$ cat src/rtl/core/sitda_pkg.sv
// sitda_pkg: shared constants and helper functions for the signed integer
// to decimal ASCII unit. No dependencies.
`default_nettype none
package sitda_pkg;

  localparam int VALUE_BITS_DEF = 16;
  localparam int CHAR_W         = 6;

  localparam logic [CHAR_W-1:0] CHAR_MINUS = 6'd45;
  localparam logic [CHAR_W-1:0] CHAR_ZERO  = 6'd48;

  // decimal digits needed for the largest magnitude, 2**(bits-1)
  function automatic int digits_for(input int bits);
    longint unsigned m;
    int n;
    m = longint'(1) << (bits - 1);
    n = 1;
    for (int i = 0; i < 20; i++) begin
      if (m >= 10) begin
        m = m / 10;
        n = n + 1;
      end
    end
    return n;
  endfunction

endpackage
`default_nettype wire

$ cat src/rtl/core/signed_int_to_decimal_ascii_unit.sv
// signed_int_to_decimal_ascii_unit: top level, sequencer around the shared
// double-dabble step. Depends on sitda_pkg and sitda_dabble.
//
// Accepts one signed VALUE_BITS integer when start is high and busy is low,
// then emits its decimal text most significant character first: an optional
// '-', then the digits without leading zeros. Each word has out_valid high for
// one cycle and appears the cycle after the sequencer produces it. The digits
// come in consecutive cycles, out_last marks the final digit, and the '-' is never
// followed directly by the first digit. The receiver cannot stall.
// While busy, the sequencer runs the shift-add-3 step once per input bit, then
// skips the leading zeros one at a time, leaves the skip and emits the digits
// one at a time, with a step for the minus sign on a negative value. The last
// digit is on the ports in the first cycle with busy low.
`default_nettype none
module signed_int_to_decimal_ascii_unit #(
  parameter int VALUE_BITS = sitda_pkg::VALUE_BITS_DEF
) (
  input  wire logic                          clk,
  input  wire logic                          rst_n,
  input  wire logic                          start,
  output logic                               busy,
  input  wire logic signed [VALUE_BITS-1:0]  in_value,
  output logic                               out_valid,
  output logic        [sitda_pkg::CHAR_W-1:0] out_character,
  output logic                               out_last
);

  localparam int NUM_DIGITS = sitda_pkg::digits_for(VALUE_BITS);
  localparam int BCD_W      = 4 * NUM_DIGITS;
  localparam int CNT_W      = $clog2(VALUE_BITS + 1);
  localparam int IDX_W      = $clog2(NUM_DIGITS + 1);
  localparam int CW         = sitda_pkg::CHAR_W;

  localparam logic [2:0] ST_IDLE = 3'd0;
  localparam logic [2:0] ST_CONV = 3'd1;
  localparam logic [2:0] ST_SIGN = 3'd2;
  localparam logic [2:0] ST_SKIP = 3'd3;
  localparam logic [2:0] ST_EMIT = 3'd4;

  logic [2:0]            state_r, state_nxt;
  logic                  neg_r, neg_nxt;
  logic [VALUE_BITS-1:0] mag_r, mag_nxt;
  logic [BCD_W-1:0]      bcd_r, bcd_nxt;
  logic [CNT_W-1:0]      cnt_r, cnt_nxt;
  logic [IDX_W-1:0]      idx_r, idx_nxt;
  logic                  out_valid_r, out_valid_nxt;
  logic [CW-1:0]         out_char_r, out_char_nxt;
  logic                  out_last_r, out_last_nxt;

  logic [BCD_W-1:0]      step_bcd;
  logic [3:0]            top_digit;

  sitda_dabble #(
    .NUM_DIGITS(NUM_DIGITS)
  ) u_dabble (
    .bcd_i(bcd_r),
    .bit_i(mag_r[VALUE_BITS-1]),
    .bcd_o(step_bcd)
  );

  assign top_digit = bcd_r[BCD_W-1 -: 4];

  always_comb begin
    state_nxt     = state_r;
    neg_nxt       = neg_r;
    mag_nxt       = mag_r;
    bcd_nxt       = bcd_r;
    cnt_nxt       = cnt_r;
    idx_nxt       = idx_r;
    out_valid_nxt = 1'b0;
    out_char_nxt  = out_char_r;
    out_last_nxt  = out_last_r;
    unique case (state_r)
      ST_IDLE: begin
        if (start) begin
          neg_nxt   = in_value[VALUE_BITS-1];
          mag_nxt   = in_value[VALUE_BITS-1] ? (~in_value + 1'b1) : in_value;
          bcd_nxt   = '0;
          cnt_nxt   = CNT_W'(VALUE_BITS);
          state_nxt = ST_CONV;
        end
      end
      ST_CONV: begin
        bcd_nxt = step_bcd;
        mag_nxt = {mag_r[VALUE_BITS-2:0], 1'b0};
        cnt_nxt = cnt_r - 1'b1;
        idx_nxt = IDX_W'(NUM_DIGITS);
        if (cnt_r == CNT_W'(1)) begin
          state_nxt = neg_r ? ST_SIGN : ST_SKIP;
        end
      end
      ST_SIGN: begin
        out_valid_nxt = 1'b1;
        out_char_nxt  = sitda_pkg::CHAR_MINUS;
        out_last_nxt  = 1'b0;
        state_nxt     = ST_SKIP;
      end
      ST_SKIP: begin
        if (top_digit == 4'd0 && idx_r > IDX_W'(1)) begin
          bcd_nxt = {bcd_r[BCD_W-5:0], 4'd0};
          idx_nxt = idx_r - 1'b1;
        end else begin
          state_nxt = ST_EMIT;
        end
      end
      ST_EMIT: begin
        out_valid_nxt = 1'b1;
        out_char_nxt  = sitda_pkg::CHAR_ZERO + {{(CW-4){1'b0}}, top_digit};
        out_last_nxt  = (idx_r == IDX_W'(1));
        bcd_nxt       = {bcd_r[BCD_W-5:0], 4'd0};
        idx_nxt       = idx_r - 1'b1;
        if (idx_r == IDX_W'(1)) begin
          state_nxt = ST_IDLE;
        end
      end
      default: begin
        state_nxt = ST_IDLE;
      end
    endcase
  end

  always_ff @(posedge clk) begin
    if (!rst_n) begin
      state_r     <= ST_IDLE;
      out_valid_r <= 1'b0;
    end else begin
      state_r     <= state_nxt;
      out_valid_r <= out_valid_nxt;
    end
  end

  always_ff @(posedge clk) begin
    neg_r      <= neg_nxt;
    mag_r      <= mag_nxt;
    bcd_r      <= bcd_nxt;
    cnt_r      <= cnt_nxt;
    idx_r      <= idx_nxt;
    out_char_r <= out_char_nxt;
    out_last_r <= out_last_nxt;
  end

  assign busy          = (state_r != ST_IDLE);
  assign out_valid     = out_valid_r;
  assign out_character = out_char_r;
  assign out_last      = out_last_r;

`ifndef ASSERT_OFF
  a_start_busy: assert property (@(posedge clk) disable iff (!rst_n)
    start && !busy |=> busy)
    else $error("accepted word did not raise busy");

  a_last_idle: assert property (@(posedge clk) disable iff (!rst_n)
    out_valid && out_last |-> !busy)
    else $error("still busy after last character");

  a_char_range: assert property (@(posedge clk) disable iff (!rst_n)
    out_valid |-> (out_character == sitda_pkg::CHAR_MINUS) ||
                  (out_character >= sitda_pkg::CHAR_ZERO &&
                   out_character <= sitda_pkg::CHAR_ZERO + CW'(9)))
    else $error("character out of range");

  a_minus_not_last: assert property (@(posedge clk) disable iff (!rst_n)
    out_valid && out_character == sitda_pkg::CHAR_MINUS |-> !out_last)
    else $error("minus sign flagged last");
`endif

endmodule
`default_nettype wire

$ cat src/rtl/core/sitda_dabble.sv
// sitda_dabble: one shift-and-add-3 step of binary to BCD conversion.
// Depends on nothing but its parameter.
`default_nettype none
module sitda_dabble #(
  parameter int NUM_DIGITS = 5
) (
  input  wire logic [4*NUM_DIGITS-1:0] bcd_i,
  input  wire logic                    bit_i,
  output logic      [4*NUM_DIGITS-1:0] bcd_o
);

  logic [4*NUM_DIGITS-1:0] adj;

  always_comb begin
    for (int d = 0; d < NUM_DIGITS; d++) begin
      if (bcd_i[4*d +: 4] >= 4'd5) begin
        adj[4*d +: 4] = bcd_i[4*d +: 4] + 4'd3;
      end else begin
        adj[4*d +: 4] = bcd_i[4*d +: 4];
      end
    end
  end

  assign bcd_o = {adj[4*NUM_DIGITS-2:0], bit_i};

endmodule
`default_nettype wire
$ cat config.mk
export PLATFORM = sky130hd
export DESIGN_NAME = signed_int_to_decimal_ascii_unit
export DESIGN_NICKNAME = d
export VERILOG_FILES = /design/src/rtl/core/sitda_pkg.sv /design/src/rtl/core/signed_int_to_decimal_ascii_unit.sv /design/src/rtl/core/sitda_dabble.sv
export SDC_FILE = /design/constraint.sdc
export NUM_CORES = 1
export LEC_CHECK = 0
export ABC_AREA = 1
export BUFFER_PORTS_ARGS = -buffer_cell sky130_fd_sc_hd__buf_4
export CORE_ASPECT_RATIO = 1.75
export CORE_UTILIZATION = 30
export DETAILED_ROUTE_END_ITERATION = 16
export PLACE_DENSITY = 0.43
export SYNTH_ARGS = -nofsm -noshare
export SYNTH_HDL_FRONTEND = slang
export SYNTH_HIERARCHICAL = 1
export SYNTH_SLANG_ARGS = --single-unit
$ cat constraint.sdc
create_clock -name clk -period 8.2 [get_ports clk]
set_clock_uncertainty 0.15 [all_clocks]
set_input_delay 2.05 -clock clk [delete_from_list [all_inputs] [get_ports clk]]
set_output_delay 2.05 -clock clk [all_outputs]
set_load 0.01 [all_outputs]
After elaboration in Yosys (flattened, before gate mapping)

Index checks and enable logic that the tools add are counted.

Mux-type cells: 24
Bitwise logic cells: 1
Add/sub/neg operators: 9
Equal/unequal tests: 11
Order comparisons: 6
Reductions and logical operators: 14

Operators with widths:

| operator                                            | count |
|---|---|
| one-hot mux 20 bit (4 select lines)                 | 1 |
| 2-to-1 mux 20 bit                                   | 2 |
| 2-to-1 mux 16 bit                                   | 2 |
| one-hot mux 16 bit (2 select lines)                 | 1 |
| >= comparator 4 x 3 -> 1 bit, second input constant | 5 |
| 2-to-1 mux 3 bit                                    | 6 |
| adder 16 x 1 -> 16 bit, second input constant       | 1 |
| adder 4 x 2 -> 4 bit, second input constant         | 4 |
| 2-to-1 mux 4 bit                                    | 4 |
| inverter 16 bit                                     | 1 |
| one-hot mux 3 bit (5 select lines)                  | 1 |
| one-hot mux 6 bit (2 select lines)                  | 1 |
| != test 2 bit, second input constant                | 5 |
| one-hot mux 5 bit (2 select lines)                  | 1 |
| one-hot mux 3 bit (3 select lines)                  | 1 |
| adder 5 x 5 -> 6 bit, first input constant          | 1 |
| == test 3 x 1 -> 1 bit, second input constant       | 2 |
| == test 3 x 2 -> 1 bit, second input constant       | 2 |
| AND reduction 2 bit                                 | 3 |
| nonzero test 3 bit                                  | 2 |
| == test 5 x 1 -> 1 bit, second input constant       | 1 |
| 2-to-1 mux 5 bit                                    | 1 |
| subtractor 5 x 1 -> 5 bit, second input constant    | 1 |
| logical NOT 4 bit                                   | 1 |
| other kinds (13)                                    | 15 |

Register bits after elaboration: 56
Output and inout bits: 9
Bits of input ports: 19
Word-level logic and storage cells: 74

Depth between registers and ports, before layout

Gate-level depths: netlist of the first run.

Depth after elaboration: 5
Gate-level depth with buffers: 12
Gate-level depth less buffers: 12

Hierarchy

Netlist of the first run, hierarchy kept.

By module, submodules not included:

| module                           | times used | cells an instance | seq. area each (µm²) | area an instance (µm²) |
|---|---|---|---|---|
| signed_int_to_decimal_ascii_unit | 1          | 296               | 1611.5               | 2856.5 |
| sitda_dabble                     | 1          | 104               | 0.0                  | 561.8 |

Worst setup path after synthesis of the first run

OpenSTA, ideal clock, no wires.

Path kind: in2reg
From: in start
To: reg cnt_r[0], enable pin
Buffers on the path: 0
Required time: 7.622 ns
Stages on the path: 2
Library setup time: 0.428 ns
Arrival: 3.630 ns
Setup slack: 3.992 ns
Path through: inv_1 -> o21ai_0

Word-level cells in the longest chain between the ends: 2

Ends and longest elaborated chain:

| element                       | line                                    | source |
|---|---|---|
| from (decl)                   | signed_int_to_decimal_ascii_unit.sv:20  | `input wire logic start,` |
| != test 2 bit (no line)       | --                                      |  |
| AND reduction 2 bit (no line) | --                                      |  |
| to (signal assigned)          | signed_int_to_decimal_ascii_unit.sv:136 | `cnt_r <= cnt_nxt;` |
| to (decl)                     | signed_int_to_decimal_ascii_unit.sv:44  | `logic [CNT_W-1:0] cnt_r, cnt_nxt;` |

Every way passes these cells.
A chain may end at the register's enable or synchronous reset.

Worst setup path in the final report of the first run

From: in start
To: reg bcd_r[3], enable pin

Word-level cells in the longest chain between the ends: 2

Ends and longest elaborated chain:

| element                       | line                                    | source |
|---|---|---|
| != test 2 bit (no line)       | --                                      |  |
| AND reduction 3 bit (no line) | --                                      |  |
| to (signal assigned)          | signed_int_to_decimal_ascii_unit.sv:135 | `bcd_r <= bcd_nxt;` |
| to (decl)                     | signed_int_to_decimal_ascii_unit.sv:43  | `logic [BCD_W-1:0] bcd_r, bcd_nxt;` |

Every way passes these cells.

==> results of run 1 <==
[metrics by stage]
step	util, %	hold WS, ps	setup slack (ps)	cells
6_report	34.8	379	4800	558
5_1_grt	34.8	403	4680	558
4_1_cts	34.8	377	4750	558
3_5_place_dp	33.4	360	4440	550
3_3_place_gp	33.4	357	4480	550
2_1_floorplan	-	345	3990	400
[where the power goes]
group / switching [W] / internal [W] / total [W]
Combinational: 0.000356 / 0.000200 / 0.000556
Clock: 0.0000962 / 0.000145 / 0.000241
Sequential: 0.0000894 / 0.000486 / 0.000576
[worst paths after layout]
| path | startpoint | to | slack (ps) | cells after the start |
|---|---|---|---|---|
| setup / recovery | start | bcd_r[3]$_DFFE_PP_ | 4800 | 5 |
| hold / removal | mag_r[8]$_DFFE_PP_ | mag_r[9]$_DFFE_PP_ | 380 | 2 |
| setup reg to reg | idx_r[0]$_SDFFCE_PP1P_ | bcd_r[3]$_DFFE_PP_ | 5730 | 6 |
| hold reg to reg | mag_r[8]$_DFFE_PP_ | mag_r[9]$_DFFE_PP_ | 380 | 2 |
[state kept, by name, indices dropped and copies added, names as in the netlist]
| signal | flops |
|---|---|
| mag_r | 16 |
| out_character | 5 |
| bcd_r | 20 |
| cnt_r | 5 |
| idx_r | 3 |
| out_valid | 1 |
| neg_r | 1 |
| state_r | 3 |
| out_last | 1 |
[area by class of cell]
type	count	area [µm²]	share of cell area, %
clock buffer	7	133	3.43
sequential	55	1610	41.7
tap	132	165	4.27
timing repair buffer	28	210	5.44
inverter	65	249	6.44
clock inverter	1	30.0	0.776
multi-input combinational	270	1470	38.0
[critical path, delay by kind of cell]
| family | cells | cell delay [ps] |
|---|---|---|
| simple gates | 2 | 170 |
| compound gates | 1 | 790 |
| buf+inv | 2 | 140 |
[per-layer routing]
metal	share of wire [%]	up-vias	global-route usage (%)
li1	-	1363	-
met4	1.6	0	4.63
met3	1.8	8	1.73
met1	39	1199	13.6
met5	0	-	0
met2	57	36	25.8
[cells by family (layout without fill, tap and decap cells)]
family | Yosys count | after routing | share of synthesized area [%]
and+or+nand+nor | 183 | 183 | 23.2
buffers and inverters | 75 | 101 | 10.1
AOI/OAI and AO/OA | 65 | 65 | 12.4
DFF | 55 | 55 | 47.1
adders and majority gates | 15 | 15 | 5.49
xor gates and xnor gates | 6 | 6 | 1.54
other | 1 | 1 | 0.110
[cells in the mapped netlist]
| master | number |
|---|---|
| nand2_1 | 99 |
| inv_1 | 61 |
| edfxtp_1 | 51 |
| nor2_1 | 35 |
| nand3_1 | 30 |
| o21ai_0 | 24 |
| a22o_1 | 16 |
| ha_1 | 15 |
| a21oi_1 | 13 |
| buf_4 | 5 |
| nand4_1 | 5 |
| dfxtp_1 | 4 |
| nor2_4 | 4 |
| o21ai_2 | 4 |
| xor2_1 | 4 |
| a31oi_1 | 3 |
| buf_6 | 3 |
| inv_2 | 3 |
| nand2_2 | 3 |
| nor2_2 | 3 |
| or2_2 | 2 |
| xnor2_1 | 2 |
| a21oi_2 | 1 |
| buf_12 | 1 |
| buf_2 | 1 |
| conb_1 | 1 |
| inv_6 | 1 |
| nor3_1 | 1 |
| o21a_1 | 1 |
| o21ai_1 | 1 |
| o21ai_4 | 1 |
| o21bai_1 | 1 |
| or2_4 | 1 |
==> metrics.md, run 1 <==
| Metric | Value |
|---|---|
| Top post-synthesis cells by area | edfxtp_1 45%, nand2_1 11%, inv_1 6.7%, ha_1 5.5%, nand3_1 4.4% |
| Worst IR Drop VDD | 0.143 mV |
| Avg Cell Area, Syn | 8.55 µm² |
| Pin count of the biggest net entering global routing | 40 |
| Antenna violations before repair | 0 |
| MaxCap Viol Count | 0 |
| Core area | 0.0111 mm² |
| Via/cell ratio | 4.67 |
| Final-report max-slew violation count | 0 |
| DRC errors left | 0 |
| Fillers | 1208 |
| Clk_lat worst skew | 290 ps |
| Status | finished clean |
| Via count | 2606 |
| Initial Util | 30.8% |
| Drt first pass iters | 6 |
| Placer congestion estimate | 0.763 |
| Setup bufs post-CTS | 0 |
| Final setup TNS | 0 ps |
| Final setup fails | 0 |
| Routed wire length per instance | 12.7 µm |
| Ports | 28 |
| Row cnt | 51 |
| Total GRT Usage | 13.2% |
| Critical Path Source Type | input pin |
| Port Buffers | 26 |
| Finished Cell Area | 0.00387 mm² |
| Worst-path clk slew | 70 ps |
| Register area share after synthesis | 47.1% |
| P&R area growth vs syn | 13.1% |
| Share of cells above drive strength 1 | 13.8% |
| Synthesized instance count | 400 |
| Flops & latches, synth | 55 |
| DIE AREA | 0.0118 mm² |
| GR Overflow Total | 0 |
| Critical Path End Type | flip-flop |
| Clk buf depth | 2 |
| Die Wd | 82.7 µm |
| Diodes inserted | 0 |
| # resized after CTS | 0 |
| Crit path cell chain | buf_4 -> inv_1 -> nand3_1 -> nand2_1 -> a21oi_2 |
| Placed Area | 0.00370 mm² |
| Vias in the first global route | 2605 |
| Synth unique cells | 33 |
| Initial detailed-routing violation count | 108 |
| Max-slew headroom | 26.7% |
| Yosys warns | 6 |
| Hold Crit Class | flip-flop to flip-flop |
| Fin crit period | 3400 ps |
| Mapped Area | 0.00342 mm² |
| Slowest CP cell | a21oi_2 |
| Pwr Density | 355 mW/mm² |
| Leakage | 1.74 nW |
| Die Ht | 143 µm |
| Yosys top cell by area | edfxtp_1 |
| Max H-tree Level | 2 |
| Arr. time, crit path | 3160 ps |
| Quantity of hold-fixing buffers added after cts | 0 |
| Final #Nets | 459 |
| Worst Path Required | 7960 ps |
| CTS buffer count | 5 |
| DRT antenna net count | 0 |
| RSZ-0062 raised after global routing | false |
| Design Power | 0.00137 W |
| Drt total wl | 7110 µm |
| Most common cell after layout, fill and taps aside | nand2_1 |
| Commonest non-fill, non-tap cells in the layout | 99 x nand2_1, 61 x inv_1, 51 x edfxtp_1 |
| Clock Sinks | 55 |
| HPWL after DPL | 5360 µm |
| Root Driver | clkbuf_16 |
| Critical Path Fanout Max | 20 |
| Fin crit share | 41.4% |
| Fmax | 294 MHz |
| Crit Path Category | input pin to flip-flop |
| Worst-Margin Slew | 1100 ps |
| First-pass GRT wire length | 11900 µm |
| Final Hold Vio Count | 0 |
| Largest stage delay, worst path | 790 ps |
| Post-Syn Nets | 434 |
| Post-synth top area share | 44.8% |
| CTS tree | built |
(Power assumes the default switching activity.)
==> inputs of run 2 (changes only) <==
--- a/config.mk
+++ b/config.mk
@@ -5,12 +5,12 @@
 export SDC_FILE = /design/constraint.sdc
 export NUM_CORES = 1
 export LEC_CHECK = 0
-export ABC_AREA = 1
+export ABC_AREA = 0
 export BUFFER_PORTS_ARGS = -buffer_cell sky130_fd_sc_hd__buf_4
 export CORE_ASPECT_RATIO = 1.75
 export CORE_UTILIZATION = 30
 export DETAILED_ROUTE_END_ITERATION = 16
-export PLACE_DENSITY = 0.43
+export PLACE_DENSITY = 0.44
 export SYNTH_ARGS = -nofsm -noshare
 export SYNTH_HDL_FRONTEND = slang
 export SYNTH_HIERARCHICAL = 1
==> constraint.sdc (replaced) <==
create_clock -name clk -period 3 [get_ports clk]
set_clock_uncertainty 0.15 [all_clocks]
set_input_delay 0.75 -clock clk [delete_from_list [all_inputs] [get_ports clk]]
set_output_delay 0.75 -clock clk [all_outputs]
set_load 0.01 [all_outputs]
==> metrics.md, run 2 <==
| Metric | Value |
|---|---|
| Status | finished clean |
| MaxCap Viol Count | 0 (unchanged) |
| Row cnt | 49 (-3.9%) |
| Critical Path End Type | primary output |
| Cell Count Post-Placement | 448 (-19%) |
| Fin crit period | 2260 ps |
| Port Buffers | 26 (unchanged) |
| Mapped Area | 0.00319 mm² (-6.6%) |
| P&R area growth vs syn | 14.5% |
| Multiplexer share of the synthesized area | 1.88% (+1.9 points) |
| Pin count of the biggest net entering global routing | 35 (-13%) |
| Core area | 0.0103 mm² (-7.2%) |
| Ys async rst share | 0% (unchanged) |
| Clk buf depth | 2 (unchanged) |
| Placed Area | 0.00351 mm² (-5.3%) |
| Placer congestion estimate | 0.695 (-8.8%) |
| Worst-Margin Slew | 1050 ps (-52.6 ps) |
| Drt first pass iters | 4 (-2) |
| Fillers | 1081 (-11%) |
| Dominant synthesized flop cell | edfxtp_1 |
| Count leader, synth | edfxtp_1 |
| Via/cell ratio | 4.80 (+2.7%) |
| Drt total wl | 6000 µm (-16%) |
| Largest Register | bcd_r |
| FF-to-FF path depth | 2 (-4) |
| Design Power | 0.00279 W (+100%) |
| Routed wire length per instance | 13.2 µm (+3.2%) |
| Top post-synthesis cells by area | edfxtp_1 48%, ha_1 5.9%, xnor2_1 4.9%, a22o_1 4.4%, nand2_1 3.8% |
| Register area share after synthesis | 50.5% (+3.3 points) |
| Diodes inserted | 0 (unchanged) |
| Vias in the first global route | 2218 (-15%) |
| Worst IR Drop VDD | 0.277 mV (+94%) |
| Worst hold path startpoint | mag_r[2]$_DFFE_PP_ |
| WHS | 381 ps (+2.32 ps) |
| Final setup TNS | 0 ps (unchanged) |
| Max reg flops | 20 (unchanged) |
| FF-to-FF Start | state_r[1]$_SDFFE_PN0P_ |
| Worst Path Required | 2100 ps (-5860 ps) |
| Synth Area in Simple Gates | 15.8% (-7.4 points) |
| Final #Nets | 362 (-21%) |
| Max-slew headroom | 30.2% (+3.5 points) |
| Via count | 2188 (-16%) |
| Fin crit share | 75.4% |
| Arr. time, crit path | 1360 ps (-1800 ps) |
| Finished Cell Area | 0.00366 mm² (-5.4%) |
| Most common cell after layout, fill and taps aside | edfxtp_1 |
| Final cell count without fillers | 456 (-18%) |
| Share of cells above drive strength 1 | 15.8% (+2.0 points) |
| Pwr Density | 764 mW/mm² (+120%) |
| RSZ-0062 raised after global routing | false |
| Post-synth EDFFs | 51 (unchanged) |
| Total GRT Usage | 12.0% (-1.1 points) |
| Die Wd | 80.0 µm (-3.3%) |
| Yosys top cell by area | edfxtp_1 |
| Synth unique cells | 43 (+30%) |
| First-pass GRT wire length | 10500 µm (-12%) |
| Avg Cell Area, Syn | 10.5 µm² (+23%) |
| Final-report max-slew violation count | 0 (unchanged) |
| Largest delay share family, worst path | flip-flops |
| Critical Path Source Type | flip-flop |
| CTS tree | built |
| Crit Path Category | flip-flop to primary output |
| Yosys warns | 6 (unchanged) |
| Flops & latches, synth | 55 (unchanged) |
| Synth Area in Compound Gates | 15.4% (+3.0 points) |
| Worst hold endpoint | mag_r[3]$_DFFE_PP_ |
| Crit path buffers/inverters | 1 (-1) |
| Post-synth top area share | 48.0% (+3.2 points) |
| Final Hold Vio Count | 0 (unchanged) |
| Largest stage delay, worst path | 450 ps (-340 ps) |
| Initial Util | 31.0% (+0.21 points) |
| Fmax | 442 MHz |
| Hold path depth | 2 (unchanged) |
| Hold Crit Class | flip-flop to flip-flop |
| # resized after CTS | 0 (unchanged) |
| Initial detailed-routing violation count | 63 (-42%) |
| Worst-path clk slew | 80 ps (about the same) |
| Antenna violations before repair | 0 (unchanged) |
| Adder-Cell Fraction of Synth Area | 5.88% (+0.39 points) |
| GR Overflow Total | 0 (unchanged) |
| Biggest regs | bcd_r: 20 flops, mag_r: 16 flops |
| Leakage | 1.41 nW (-19%) |
| Slowest CP cell | dfxtp_1 |
| HPWL after DPL | 4550 µm (-15%) |
| CTS buffer count | 5 (unchanged) |
| Max H-tree Level | 2 (unchanged) |
| DIE AREA | 0.0111 mm² (-6.5%) |
| Final setup fails | 0 (unchanged) |
| Setup bufs post-CTS | 0 (unchanged) |
| Root Driver | clkbuf_16 |
| DRT antenna net count | 0 (unchanged) |
| Post-synthesis xor/xnor area fraction | 5.76% (+4.2 points) |
| Die Ht | 138 µm (-3.3%) |
| Commonest cells in the synthesized netlist | 51 x edfxtp_1, 32 x nand2_1, 27 x nor2_1, 21 x inv_1 |
| Crit path cell chain | or3_1 -> buf_4 |
| DRC errors left | 0 (unchanged) |
| Reg-to-reg critical path endpoint | mag_r[5]$_DFFE_PP_ |
| Clock Sinks | 55 (unchanged) |
| Quantity of hold-fixing buffers added after cts | 0 (unchanged) |
| Post-Syn Nets | 338 (-22%) |
| Commonest non-fill, non-tap cells in the layout | 51 x edfxtp_1, 32 x nand2_1, 29 x buf_4 |
| Main combinational cell family by area after synthesis | simple AND/OR/NAND/NOR gates |
| R2R Setup Slk | 740 ps (-4990 ps) |
| Clk_lat worst skew | 300 ps (about the same) |
| Critical Path Fanout Max | 13 (-35%) |
| Ports | 28 (unchanged) |
| Synthesized instance count | 304 (-24%) |
## run 2: cell types whose count changed after synthesis, moves of 6 or more
cell,previous run,this run
nand2_1,99,32
mux2i_1,0,6
clkbuf_1,0,6
and2_1,0,7
o21ai_0,24,18
nand2b_1,0,14
nand3_1,30,1
inv_1,61,21
xnor2_1,2,18
nor2_1,35,27
## run 2: per-stage QoR
stage | worst slack [ps] | util (%)
global placement | 669 | 34.1
CTS | 697 | 35.5
finish | 737 | 35.5
floorplan | 423 | -
global route | 586 | 35.5
detailed placement | 645 | 34.1
## run 2: power breakdown
| group | internal [W] | total [W] | switching (W) | leakage, nW |
|---|---|---|---|---|
| logic | 0.000416 | 0.000882 | 0.000466 | 0.805 |
| registers | 0.00113 | 0.00132 | 0.000182 | 0.537 |
| clock network | 0.000313 | 0.000594 | 0.000281 | 0.0700 |
## run 2: worst min-delay path, delay by kind of cell (launching register included)
kind	cells	cell delay, ps
flip-flops	1	330
AO/OA/AOI/OAI	1	50
AND/OR/NAND/NOR	1	40
## run 2: area by class of cell
cell class / count / area (µm²) / area share [%]
Inverter: 21 / 78.8 / 2.16
Clock inverter: 3 / 25.0 / 0.684
Multi-Input combinational cell: 216 / 1440 / 39.4
Clock buffer: 5 / 125 / 3.42
Timing Repair Buffer: 29 / 218 / 5.95
Sequential cell: 55 / 1610 / 44.1
Tap cell: 127 / 159 / 4.34
## run 2: how the worst max path moves through the flow
| stage | end | from | depth (start not counted) | slack [ps] |
|---|---|---|---|---|
| after floorplan | bcd_r[0]$_DFFE_PP_ | start | 3 | 420 |
| after global placement | mag_r[14]$_DFFE_PP_ | in_value[12] | 5 | 670 |
| after detailed placement | mag_r[13]$_DFFE_PP_ | in_value[12] | 5 | 650 |
| after CTS | mag_r[5]$_DFFE_PP_ | state_r[1]$_SDFFE_PN0P_ | 2 | 700 |
| after global routing | mag_r[8]$_DFFE_PP_ | state_r[1]$_SDFFE_PN0P_ | 2 | 590 |
| final | busy | state_r[1]$_SDFFE_PN0P_ | 2 | 740 |
## run 2: cell families (layout without fill, tap and decap cells)
logic type / Yosys count / in the layout
muxes: 6 / 6
AOI/OAI and AO/OA: 72 / 72
DFF: 55 / 55
buffers and inverters: 33 / 58
and+or+nand+nor: 101 / 101
adders and majority gates: 15 / 15
other: 1 / 1
xor gates and xnor gates: 21 / 21
## run 2: metal layers
layer,share of wire [%],track usage (%)
met2,55,22.7
met4,1.7,4.23
met5,0,0
met3,2.3,1.98
met1,41,13.0
